File: src/bfa_pkg.sv
`default_nettype none

package bfa_pkg;

   localparam int MAX_BLOCKS = 64;
   localparam int IDX_W      = (MAX_BLOCKS > 1) ? $clog2(MAX_BLOCKS) : 1;
   localparam int CNT_W      = $clog2(MAX_BLOCKS + 1);
   localparam int SIZE_W     = 16;
   localparam int NUM_W      = 7;
   localparam int INT_W      = 22;
   localparam int UNS_W      = 23;
   localparam int SUM_W      = SIZE_W + CNT_W;
   localparam int FREE_W     = ((SUM_W > UNS_W) ? SUM_W : UNS_W) + 1;

   localparam logic [INT_W-1:0] INT_MAXV = {INT_W{1'b1}};
   localparam logic [UNS_W-1:0] UNS_MAXV = {UNS_W{1'b1}};

   typedef enum logic [1:0] {
      OP_LOAD   = 2'd0,
      OP_ALLOC  = 2'd1,
      OP_REPORT = 2'd2,
      OP_CLEAR  = 2'd3
   } op_type;

   typedef enum logic [1:0] {
      ST_IDLE,
      ST_SCAN,
      ST_DRAIN,
      ST_RESP
   } st_type;

   typedef struct packed {
      op_type              opcode;
      logic [SIZE_W-1:0]   size;
   } req_type;

   typedef struct packed {
      logic                granted;
      logic [NUM_W-1:0]    block_number;
      logic                table_full;
      logic [INT_W-1:0]    internal_frag;
      logic [INT_W-1:0]    external_frag;
   } rsp_type;

   typedef struct packed {
      logic                used;
      logic [SIZE_W-1:0]   size;
   } ram_word_type;

   localparam int WORD_W = $bits(ram_word_type);

   typedef struct packed {
      logic                start;
      logic                beat;
      logic [IDX_W-1:0]    idx;
      logic [SIZE_W-1:0]   size;
   } scan_ctl_type;

   typedef struct packed {
      logic                found;
      logic                any_free;
      logic [IDX_W-1:0]    best_idx;
      logic [SIZE_W-1:0]   best_size;
      logic [SUM_W-1:0]    free_sum;
   } scan_res_type;

   function automatic logic [NUM_W-1:0] blk_num(input logic [CNT_W-1:0] v);
      logic [31:0] t;
      t = 32'(v);
      return t[NUM_W-1:0];
   endfunction

endpackage

`default_nettype wire

File: src/best_fit_block_allocator.sv
`default_nettype none

// Channel  Direction  Payload   Accepted when
// req      in         req_type  req_valid && !req_stall
// rsp      out        rsp_type  rsp_valid && !rsp_stall
//
// Load and clear: the request goes from idle to the response state, and the result is registered there.
// Allocate and report: the scan state makes one block-table read per cycle
// on the RAM read port for each of the count loaded blocks, then the drain
// and response states follow; an empty table goes straight to response.
// One request is in flight at a time; req_stall is high until its result
// enters the output register, which waits while rsp_stall holds it.
// Reset needs no clearing pass: the table is read only below the count.
module best_fit_block_allocator (
   input  wire logic                clock,
   input  wire logic                reset,
   input  wire logic                req_valid,
   output logic                     req_stall,
   input  wire bfa_pkg::req_type    req_data,
   output logic                     rsp_valid,
   input  wire logic                rsp_stall,
   output bfa_pkg::rsp_type         rsp_data
);
   import bfa_pkg::*;

   scan_ctl_type     scan_ctl;
   scan_res_type     scan_res;
   logic             rd_en;
   logic [IDX_W-1:0] rd_addr;
   logic             wr_en;
   logic [IDX_W-1:0] wr_addr;
   ram_word_type     wr_data;
   ram_word_type     rd_word;

   bfa_ram #(
      .WIDTH (WORD_W),
      .DEPTH (MAX_BLOCKS)
   ) u_ram (
      .clock   (clock),
      .wr_en   (wr_en),
      .wr_addr (wr_addr),
      .wr_data (wr_data),
      .rd_en   (rd_en),
      .rd_addr (rd_addr),
      .rd_data (rd_word)
   );

   bfa_scan u_scan (
      .clock    (clock),
      .reset    (reset),
      .ctl      (scan_ctl),
      .req_size (scan_ctl.size),
      .word     (rd_word),
      .res      (scan_res)
   );

   bfa_ctrl u_ctrl (
      .clock     (clock),
      .reset     (reset),
      .req_valid (req_valid),
      .req_stall (req_stall),
      .req_data  (req_data),
      .rsp_valid (rsp_valid),
      .rsp_stall (rsp_stall),
      .rsp_data  (rsp_data),
      .scan_ctl  (scan_ctl),
      .scan_res  (scan_res),
      .rd_en     (rd_en),
      .rd_addr   (rd_addr),
      .wr_en     (wr_en),
      .wr_addr   (wr_addr),
      .wr_data   (wr_data)
   );

   a_no_rw_overlap: assert property (@(posedge clock) disable iff (reset)
      wr_en |-> !rd_en)
      else $error("table write during scan read");

   a_busy_after_accept: assert property (@(posedge clock) disable iff (reset)
      (req_valid && !req_stall) |=> req_stall)
      else $error("new request taken while one is in flight");

   a_grant_numbered: assert property (@(posedge clock) disable iff (reset)
      (rsp_valid && rsp_data.granted) |->
         ((rsp_data.block_number != '0) && !rsp_data.table_full))
      else $error("grant without block number");

   a_scan_quiet_on_start: assert property (@(posedge clock) disable iff (reset)
      scan_ctl.start |-> (!scan_ctl.beat && !rd_en))
      else $error("scan start overlaps a read beat");

endmodule

`default_nettype wire

File: src/bfa_ram.sv
`default_nettype none

module bfa_ram #(
   parameter int WIDTH = 8,
   parameter int DEPTH = 16
) (
   input  wire logic                             clock,
   input  wire logic                             wr_en,
   input  wire logic [$clog2(DEPTH)-1:0]         wr_addr,
   input  wire logic [WIDTH-1:0]                 wr_data,
   input  wire logic                             rd_en,
   input  wire logic [$clog2(DEPTH)-1:0]         rd_addr,
   output logic      [WIDTH-1:0]                 rd_data
);

   logic [WIDTH-1:0] mem_ff [DEPTH];
   logic [WIDTH-1:0] rd_data_ff;

   always_ff @(posedge clock) begin
      if (wr_en) begin
         mem_ff[wr_addr] <= wr_data;
      end
      if (rd_en) begin
         rd_data_ff <= mem_ff[rd_addr];
      end
   end

   assign rd_data = rd_data_ff;

endmodule

`default_nettype wire

File: src/bfa_scan.sv
`default_nettype none

module bfa_scan (
   input  wire logic                        clock,
   input  wire logic                        reset,
   input  wire bfa_pkg::scan_ctl_type       ctl,
   input  wire logic [bfa_pkg::SIZE_W-1:0]  req_size,
   input  wire bfa_pkg::ram_word_type       word,
   output bfa_pkg::scan_res_type            res
);
   import bfa_pkg::*;

   logic              found_ff, found_in;
   logic              any_free_ff, any_free_in;
   logic [IDX_W-1:0]  best_idx_ff, best_idx_in;
   logic [SIZE_W-1:0] best_size_ff, best_size_in;
   logic [SUM_W-1:0]  free_sum_ff, free_sum_in;

   always_comb begin
      found_in     = found_ff;
      any_free_in  = any_free_ff;
      best_idx_in  = best_idx_ff;
      best_size_in = best_size_ff;
      free_sum_in  = free_sum_ff;
      if (ctl.start) begin
         found_in    = 1'b0;
         any_free_in = 1'b0;
         free_sum_in = '0;
      end else if (ctl.beat && !word.used) begin
         any_free_in = 1'b1;
         free_sum_in = free_sum_ff + SUM_W'(word.size);
         if ((req_size <= word.size) && (!found_ff || (word.size < best_size_ff))) begin
            found_in     = 1'b1;
            best_idx_in  = ctl.idx;
            best_size_in = word.size;
         end
      end
   end

   always_ff @(posedge clock) begin
      if (reset) begin
         found_ff    <= 1'b0;
         any_free_ff <= 1'b0;
         free_sum_ff <= '0;
      end else begin
         found_ff    <= found_in;
         any_free_ff <= any_free_in;
         free_sum_ff <= free_sum_in;
      end
      best_idx_ff  <= best_idx_in;
      best_size_ff <= best_size_in;
   end

   always_comb begin
      res.found     = found_ff;
      res.any_free  = any_free_ff;
      res.best_idx  = best_idx_ff;
      res.best_size = best_size_ff;
      res.free_sum  = free_sum_ff;
   end

endmodule

`default_nettype wire

File: src/bfa_ctrl.sv
`default_nettype none

module bfa_ctrl (
   input  wire logic                        clock,
   input  wire logic                        reset,
   input  wire logic                        req_valid,
   output logic                             req_stall,
   input  wire bfa_pkg::req_type            req_data,
   output logic                             rsp_valid,
   input  wire logic                        rsp_stall,
   output bfa_pkg::rsp_type                 rsp_data,
   output bfa_pkg::scan_ctl_type            scan_ctl,
   input  wire bfa_pkg::scan_res_type       scan_res,
   output logic                             rd_en,
   output logic [bfa_pkg::IDX_W-1:0]        rd_addr,
   output logic                             wr_en,
   output logic [bfa_pkg::IDX_W-1:0]        wr_addr,
   output bfa_pkg::ram_word_type            wr_data
);
   import bfa_pkg::*;

   st_type            state_ff, state_in;
   op_type            op_ff, op_in;
   logic [SIZE_W-1:0] size_ff, size_in;
   logic [CNT_W-1:0]  count_ff, count_in;
   logic [INT_W-1:0]  internal_ff, internal_in;
   logic [UNS_W-1:0]  unserved_ff, unserved_in;
   logic              any_uns_ff, any_uns_in;
   logic [IDX_W-1:0]  rd_addr_ff, rd_addr_in;
   logic              beat_ff, beat_in;
   logic [IDX_W-1:0]  beat_idx_ff, beat_idx_in;
   logic              rsp_valid_ff, rsp_valid_in;
   rsp_type           rsp_data_ff, rsp_data_in;

   logic              accept;
   logic              out_free;
   logic              has_room;
   logic [INT_W:0]    int_sum;
   logic [UNS_W:0]    uns_sum;
   logic [FREE_W-1:0] free_mem;
   logic              cond;

   assign accept   = req_valid && !req_stall;
   assign out_free = !rsp_valid_ff || !rsp_stall;
   assign has_room = count_ff < CNT_W'(MAX_BLOCKS);
   assign int_sum  = (INT_W + 1)'(internal_ff)
                   + (INT_W + 1)'(scan_res.best_size - size_ff);
   assign uns_sum  = (UNS_W + 1)'(unserved_ff) + (UNS_W + 1)'(size_ff);
   assign free_mem = FREE_W'(internal_ff) + FREE_W'(scan_res.free_sum);
   assign cond     = any_uns_ff || scan_res.any_free;

   always_comb begin
      state_in     = state_ff;
      op_in        = op_ff;
      size_in      = size_ff;
      count_in     = count_ff;
      internal_in  = internal_ff;
      unserved_in  = unserved_ff;
      any_uns_in   = any_uns_ff;
      rd_addr_in   = rd_addr_ff;
      beat_in      = 1'b0;
      beat_idx_in  = beat_idx_ff;
      rsp_valid_in = rsp_valid_ff && rsp_stall;
      rsp_data_in  = rsp_data_ff;
      req_stall    = (state_ff != ST_IDLE);
      rd_en        = 1'b0;
      wr_en        = 1'b0;
      wr_addr      = IDX_W'(count_ff);
      wr_data      = '{used: 1'b0, size: size_ff};

      case (state_ff)
         ST_IDLE: begin
            if (accept) begin
               op_in      = req_data.opcode;
               size_in    = req_data.size;
               rd_addr_in = '0;
               if (((req_data.opcode == OP_ALLOC) || (req_data.opcode == OP_REPORT))
                   && (count_ff != '0)) begin
                  state_in = ST_SCAN;
               end else begin
                  state_in = ST_RESP;
               end
            end
         end
         ST_SCAN: begin
            rd_en       = 1'b1;
            beat_in     = 1'b1;
            beat_idx_in = rd_addr_ff;
            rd_addr_in  = rd_addr_ff + IDX_W'(1);
            if (CNT_W'(rd_addr_ff) == (count_ff - CNT_W'(1))) begin
               state_in = ST_DRAIN;
            end
         end
         ST_DRAIN: begin
            state_in = ST_RESP;
         end
         ST_RESP: begin
            if (out_free) begin
               rsp_data_in  = '0;
               rsp_valid_in = 1'b1;
               state_in     = ST_IDLE;
               case (op_ff)
                  OP_LOAD: begin
                     if (has_room) begin
                        wr_en    = 1'b1;
                        count_in = count_ff + CNT_W'(1);
                        rsp_data_in.block_number = blk_num(count_ff + CNT_W'(1));
                     end else begin
                        rsp_data_in.table_full = 1'b1;
                     end
                  end
                  OP_ALLOC: begin
                     if (scan_res.found) begin
                        wr_en   = 1'b1;
                        wr_addr = scan_res.best_idx;
                        wr_data = '{used: 1'b1, size: scan_res.best_size};
                        rsp_data_in.granted      = 1'b1;
                        rsp_data_in.block_number =
                           blk_num(CNT_W'(scan_res.best_idx) + CNT_W'(1));
                        internal_in = int_sum[INT_W] ? INT_MAXV : int_sum[INT_W-1:0];
                     end else begin
                        unserved_in = uns_sum[UNS_W] ? UNS_MAXV : uns_sum[UNS_W-1:0];
                        any_uns_in  = 1'b1;
                     end
                  end
                  OP_REPORT: begin
                     if (cond && (FREE_W'(unserved_ff) <= free_mem)) begin
                        rsp_data_in.external_frag = (free_mem > FREE_W'(INT_MAXV))
                                                  ? INT_MAXV : free_mem[INT_W-1:0];
                     end
                  end
                  OP_CLEAR: begin
                     count_in    = '0;
                     internal_in = '0;
                     unserved_in = '0;
                     any_uns_in  = 1'b0;
                  end
                  default: begin
                  end
               endcase
               rsp_data_in.internal_frag = internal_in;
            end
         end
         default: begin
            state_in = ST_IDLE;
         end
      endcase
   end

   always_ff @(posedge clock) begin
      if (reset) begin
         state_ff     <= ST_IDLE;
         count_ff     <= '0;
         internal_ff  <= '0;
         unserved_ff  <= '0;
         any_uns_ff   <= 1'b0;
         beat_ff      <= 1'b0;
         rsp_valid_ff <= 1'b0;
      end else begin
         state_ff     <= state_in;
         count_ff     <= count_in;
         internal_ff  <= internal_in;
         unserved_ff  <= unserved_in;
         any_uns_ff   <= any_uns_in;
         beat_ff      <= beat_in;
         rsp_valid_ff <= rsp_valid_in;
      end
      op_ff       <= op_in;
      size_ff     <= size_in;
      rd_addr_ff  <= rd_addr_in;
      beat_idx_ff <= beat_idx_in;
      rsp_data_ff <= rsp_data_in;
   end

   always_comb begin
      scan_ctl.start = accept;
      scan_ctl.beat  = beat_ff;
      scan_ctl.idx   = beat_idx_ff;
      scan_ctl.size  = size_ff;
   end

   assign rd_addr   = rd_addr_ff;
   assign rsp_valid = rsp_valid_ff;
   assign rsp_data  = rsp_data_ff;

endmodule

`default_nettype wire
File: config.mk
export PLATFORM = sky130hd
export DESIGN_NAME = best_fit_block_allocator
export DESIGN_NICKNAME = d
export VERILOG_FILES = /design/src/bfa_pkg.sv /design/src/best_fit_block_allocator.sv /design/src/bfa_ram.sv /design/src/bfa_scan.sv /design/src/bfa_ctrl.sv
export SDC_FILE = /design/constraint.sdc
export NUM_CORES = 2
export LEC_CHECK = 0
export ABC_AREA = 1
export ABC_CLOCK_PERIOD_IN_PS = 9000
export BUFFER_PORTS_ARGS = -buffer_cell sky130_fd_sc_hd__buf_2
export CAP_MARGIN = 40
export CORE_AREA = 2 2 331 333
export CTS_BUF_LIST = sky130_fd_sc_hd__clkbuf_8 sky130_fd_sc_hd__clkbuf_16
export DETAILED_ROUTE_END_ITERATION = 10
export DIE_AREA = 0 0 333 335
export PLACE_DENSITY = 0.69
export SLEW_MARGIN = 20
export SYNTH_ARGS = -nofsm -noshare
export SYNTH_HDL_FRONTEND = slang
export SYNTH_SLANG_ARGS = --single-unit
File: constraint.sdc
create_clock -name clock -period 9 [get_ports clock]
set_input_delay 1.35 -clock clock [delete_from_list [all_inputs] [get_ports clock]]
set_output_delay 1.35 -clock clock [all_outputs]
set_load 0.005 [all_outputs]
==> Word level (Yosys, flattened, before mapping) <==
Memories as Yosys holds them, arrays and structs flattened. A register that Yosys moved wholly into a read port is not among the register bits.
Index checks and enable logic that the tools add are counted.
Widths: inputs -> output; s select.
{ "word_totals": {"word_cells": 123, "in_bits": 22, "register_bits": 187, "out_inout_bits": 55, "ram_bits": 1088, "n_memories": 1} }
{ "memory_table": {"columns": ["memory", "depth", "width", "rd", "rd_clocked_by_memory_dff", "wr", "line_no", "rtl"], "rows": [
  ["u_ram.mem_ff", 64, 17, 1, 1, 1, "bfa_ram.sv:16", "logic [WIDTH-1:0] mem_ff [DEPTH];"]
]} }
{ "classes": {"reduce_logical": 32, "mux": 40, "order_cmp": 5, "eq_ne": 14, "n_bitwise": 1, "n_addsub": 9} }
{ "ops": {"columns": ["operator", "n"], "rows": [
  ["$mux 17", 4],
  ["$mux 22", 3],
  ["$mux 23", 2],
  ["$pmux 23 s2", 1],
  ["$pmux 22 s2", 1],
  ["$mux 6", 5],
  ["$pmux 7 s2", 2],
  ["$add 22x23->24", 1],
  ["$add 23x16->24", 1],
  ["$gt 24x22->1 const B", 1],
  ["$le 23x24->1", 1],
  ["$add 22x23->23", 1],
  ["$add 23x16->23", 1],
  ["$sub 16x16->17", 1],
  ["$le 16x16->1", 1],
  ["$lt 16x16->1", 1],
  ["$mux 7", 2],
  ["$pmux 6 s2", 1],
  ["$mux 1", 11],
  ["$eq 2x2->1 const B", 5],
  ["$reduce_and 2->1", 5],
  ["$mux 2", 4],
  ["$mux 8", 1],
  ["$ne 2x1->1 const B", 4],
  ["other kinds (20)", 41]
]} }

==> Longest topological paths before layout <==
{ "depth": {"depth_word": 7, "ltp_mapped": 30, "mapped_depth_nobuf": 29} }

==> Modules after synthesis <==
From an unflattened synthesis, not the netlist that was laid out.
{ "hier_totals": {"hier_cells": 5699, "hier_area_um2": 59046.6} }
{ "by_module_without_submodules": {"columns": ["module", "cells_per_inst", "instances", "area_each_um2"], "rows": [
  ["bfa_ram", 3731, 1, 44615.3],
  ["bfa_ctrl", 1465, 1, 10866.7],
  ["bfa_scan", 503, 1, 3564.7]
]} }

==> Worst setup path before layout <==
Ideal clock, no wire load.
{ "synth_timing": {"path_kind": "input to register", "startpoint": "input port rsp_stall", "endpoint": "memory u_ram.mem_ff[0][10] (netlist bit) (data pin)", "stages": 8, "required_time_ps": 8298, "path_slack_ps": 2924, "t_arrival_ps": 5375, "cell_sequence": "nand2_1 inv_2 nor2_4 inv_2 nor2_8 buf_4 clkbuf_1 o21ai_0"} }
{ "synth_lines": {"columns": ["item", "line_no", "rtl"], "rows": [
  ["start: declaration", "best_fit_block_allocator.sv:21", "input wire logic rsp_stall,"],
  ["end: declaration", "bfa_ram.sv:16", null]
]} }

==> Worst setup path after layout <==
{ "layout_timing": {"startpoint": "register u_ctrl.size_ff[1]", "endpoint": "register u_ctrl.rsp_data_ff, in the netlist u_ctrl.rsp_data[31] (data pin)"} }
{ "layout_via": {"elab_chain_len": 5} }
{ "layout_rtl": {"columns": ["item", "line_no", "rtl"], "rows": [
  ["start: declaration", "bfa_ctrl.sv:24", "logic [SIZE_W-1:0] size_ff, size_in;"],
  ["start signal: assignment", "bfa_ctrl.sv:169", "size_ff <= size_in;"],
  ["$sub 16x16->17", "bfa_ctrl.sv:47", "+ (INT_W + 1)'(scan_res.best_size - size_ff);"],
  ["$add 22x23->23", "bfa_ctrl.sv:47", null],
  ["$mux 22", "bfa_ctrl.sv:120", "internal_in = int_sum[INT_W] ? INT_MAXV : int_sum[INT_W-1:0];"],
  ["$mux 22", "bfa_ctrl.sv:113", "if (scan_res.found) begin"],
  ["$pmux 22 s2", "bfa_ctrl.sv:102", "case (op_ff)"],
  ["end signal: assignment", "bfa_ctrl.sv:172", "rsp_data_ff <= rsp_data_in;"],
  ["end: declaration", "bfa_ctrl.sv:33", "rsp_type rsp_data_ff, rsp_data_in;"]
]} }
No other way between the ends.
A chain may end at the register's enable or synchronous reset.

==> impl_metrics.json <==
{
  "clockRootBuffer": "clkbuf_16",
  "worstMarginPinSlew_ns": 0.884,
  "end_kind": "flip-flop",
  "drive_gt1_share_pct": 9.97,
  "syn_inst": 4773,
  "synth_area_leaders": "edfxtp_1 (64%), nor2_1 (5.7%), ha_1 (3.4%), o21ai_0 (3.4%), nand2_1 (3.0%)",
  "ys.flop_type": "edfxtp_1",
  "wl_per_cell_um": 23.7,
  "antenna_found_initial": 4,
  "route.vias.total": 38600,
  "ant_nets": 0,
  "grt_pass1_wl_um": 225000,
  "htreeDepth": 4,
  "slew_headroom_pct": 41.1,
  "stdcell_count": 6399,
  "skew_ns": 0.0529,
  "setup_tns_ns": 0,
  "p_int_uw": 11700,
  "synth_area_mm2": 0.0570,
  "cts_made_buffers": 134,
  "final_cell_mix": "edfxtp_1 (1210), nor2_1 (844), nand2_1 (448)",
  "gp_congestion": 0.921,
  "min_period_ns": 4.83,
  "synth_cell_type_count": 67,
  "final-setup-viol-count": 0,
  "crit_required_ns": 9.46,
  "core_mm2": 0.108,
  "final_design_area_no_fill_mm2": 0.0642,
  "clk_latency_ns": 0.77,
  "ys.warnings.count": 0,
  "clockBufferDepth": 3,
  "placed_cell_area_mm2": 0.0595,
  "cts_tree": "done",
  "clockPowerShare_pct": 29.2,
  "synthArstFlopShare_pct": 0,
  "worstHoldPathType": "reg -> reg",
  "worstPathArrival_ns": 5.29,
  "yosysSeqAreaShare_pct": 66.6,
  "syn2layout_area_growth_pct": 12.6,
  "die_x_um": 333,
  "synth_edf_count": 1210,
  "grt_pass1_vias": 36200,
  "start_util_pct": 52.7,
  "layout_commonest_cell": "edfxtp_1",
  "report.final.slew_viol_count": 0,
  "ctsHoldBuffers": 0,
  "status": "completed",
  "powerDensity_mw_per_mm2": 284,
  "hpwlAfterDp_um": 92400,
  "fin_nets": 5058,
  "routed_wl_um": 152000,
  "drt_iter0_drc": 4657,
  "remaining_drc_errors": 0,
  "cp_max_fo": 20,
  "p_sw_share_pct": 35.9,
  "grtUsageTotal_pct": 26.9,
  "p_leak_uw": 0.0228,
  "sequentialPowerShare_pct": 39.4,
  "ys_ff_latch": 1292,
  "crit_type": "reg -> reg",
  "cts.reportedPaths.clkPinSlew_ns": 0.06,
  "grt_max_degree": 208,
  "portBuffers": 76,
  "vias_per_cell": 6.04,
  "hold_viol_final": 0,
  "rsz0062_at_grt": "no",
  "syn_nets": 4956,
  "p_switching_uw": 6530,
  "fmax_mhz": 207,
  "cts_setup_buffers": 0,
  "cap_violations": 0,
  "cts_resized": 0,
  "power_frac_comb_pct": 31.4,
  "row_count": 121,
  "synth_area_leader_cell": "edfxtp_1",
  "crit_path_start_kind": "flip-flop",
  "ir_drop_mv": 0.216,
  "fillerInstances": 8608,
  "first_pass_iters": 6,
  "cts_sinks": 1292,
  "io_pins": 77,
  "die_area_mm2": 0.112,
  "yosysTopAreaCellShare_pct": 63.7,
  "avgSynthCellArea_um2": 11.9,
  "fin_crit_sh_pct": 53.7,
  "dp_cells": 6131,
  "grt_overflow": 0,
  "die_height_um": 335
}
-- logic make-up (layout without fill, tap and decap cells) --
kind of cell	count (synthesis)	in the layout	synth area share, %
other	0	1	0
AOI/OAI and AO/OA	1033	1033	11.6
DFF	1292	1292	66.6
adders and majority gates	161	161	3.60
xor gates and xnor gates	92	92	1.41
and+or+nand+nor	1569	1569	11.3
muxes	107	107	1.88
buffers and inverters	519	730	3.63
-- final timing paths --
kind,start,to,slack (ns),depth (start not counted)
min reg2reg,u_ctrl.beat_idx_ff[2],u_scan.best_idx_ff[2],0.42,0
max reg2reg,u_ctrl.size_ff[1],u_ctrl.rsp_data[31],4.17,21
min,u_ctrl.beat_idx_ff[2],u_scan.best_idx_ff[2],0.42,0
max,u_ctrl.size_ff[1],u_ctrl.rsp_data[31],4.17,21
-- per-stage QoR --
step	setup WS, ns	hold WS [ns]	util (%)	total power (uW)
floorplan	2.92	0.400	-	10900
global placement	3.07	0.401	54.7	12700
detailed placement	3.52	0.405	55.0	12800
CTS	4.19	0.418	59.0	18100
global route	3.68	0.434	59.4	19000
finish	4.17	0.417	59.4	18200
-- area by class of cell --
type	count	area (um^2)	share of cell area (%)
Multi-Input combinational cell	2962	17200	26.8
Inverter	266	1020	1.58
Clock inverter	106	767	1.20
Clock buffer	139	3480	5.42
Sequential cell	1292	38000	59.2
Timing Repair Buffer	219	1950	3.04
Antenna cell	1	2.50	0.00390
Tap cell	1414	1770	2.76
-- power by group through the flow --
stage / registers, uW / clock network (uW) / logic (uW)
CTS: 7180 / 5370 / 5540
global route: 7180 / 5610 / 6170
detailed placement: 7310 / 0 / 5500
finish: 7170 / 5320 / 5710
floorplan: 7250 / 0 / 3610
global placement: 7310 / 0 / 5370
-- registers in the layout, summed over array words and instances (netlist names), 6 cells and up --
register,cells
u_scan.free_sum_ff,23
u_ram.rd_data,17
u_ctrl.rsp_data,53
u_ctrl.internal_ff,22
u_ram.mem_ff,1088
u_ctrl.size_ff,16
u_scan.best_size_ff,16
u_ctrl.count_ff,7
u_ctrl.rd_addr,6
u_scan.best_idx_ff,6
u_ctrl.unserved_ff,23
u_ctrl.beat_idx_ff,6
-- Yosys cell counts, drive strengths merged, types with 2 or more instances --
master,number
inv,263
nor3,19
a21oi,238
fa,5
o221ai,108
o21bai,13
a211oi,4
a21o,11
nand3b,7
nor4,11
edfxtp,1210
a21boi,2
o31ai,2
or2,8
o21a,3
a31oi,25
buf,73
mux2i,107
clkinv,3
ha,156
nor2,866
o22ai,3
o32ai,166
clkbuf,180
o21ai,399
dfxtp,82
xor2,56
xnor2,36
o211ai,33
a32o,19
nand2,454
and2,2
nand3,179
nand4,21
-- per-layer routing --
layer	global-route usage, %	vias to the layer above	wire length (um)
li1	-	17700	-
met1	36.1	18800	60200
met2	42.5	1817	70600
met3	4.65	327	13400
met4	13.2	2	7300
met5	0	-	13
-- critical path, stage by stage (launching register included) --
cell      delay (ns)
edfxtp_1        0.43
inv_1           0.16
ha_1            0.31
nand3b_1        0.08
nand2_1         0.11
a21oi_1         0.10
o21ai_0         0.39
a21boi_0        0.23
o21ai_0         0.33
nand3_1         0.11
nand2_1         0.12
a21oi_1         0.09
xor2_1          0.28
ha_1            0.34
a21oi_1         0.21
o21ai_0         0.10
a221oi_1        0.24
nand3_1         0.16
xor2_1          0.17
buf_4           0.23
o21ai_0         0.23
nand2_1         0.10
Power figures use the tool's default switching activity.
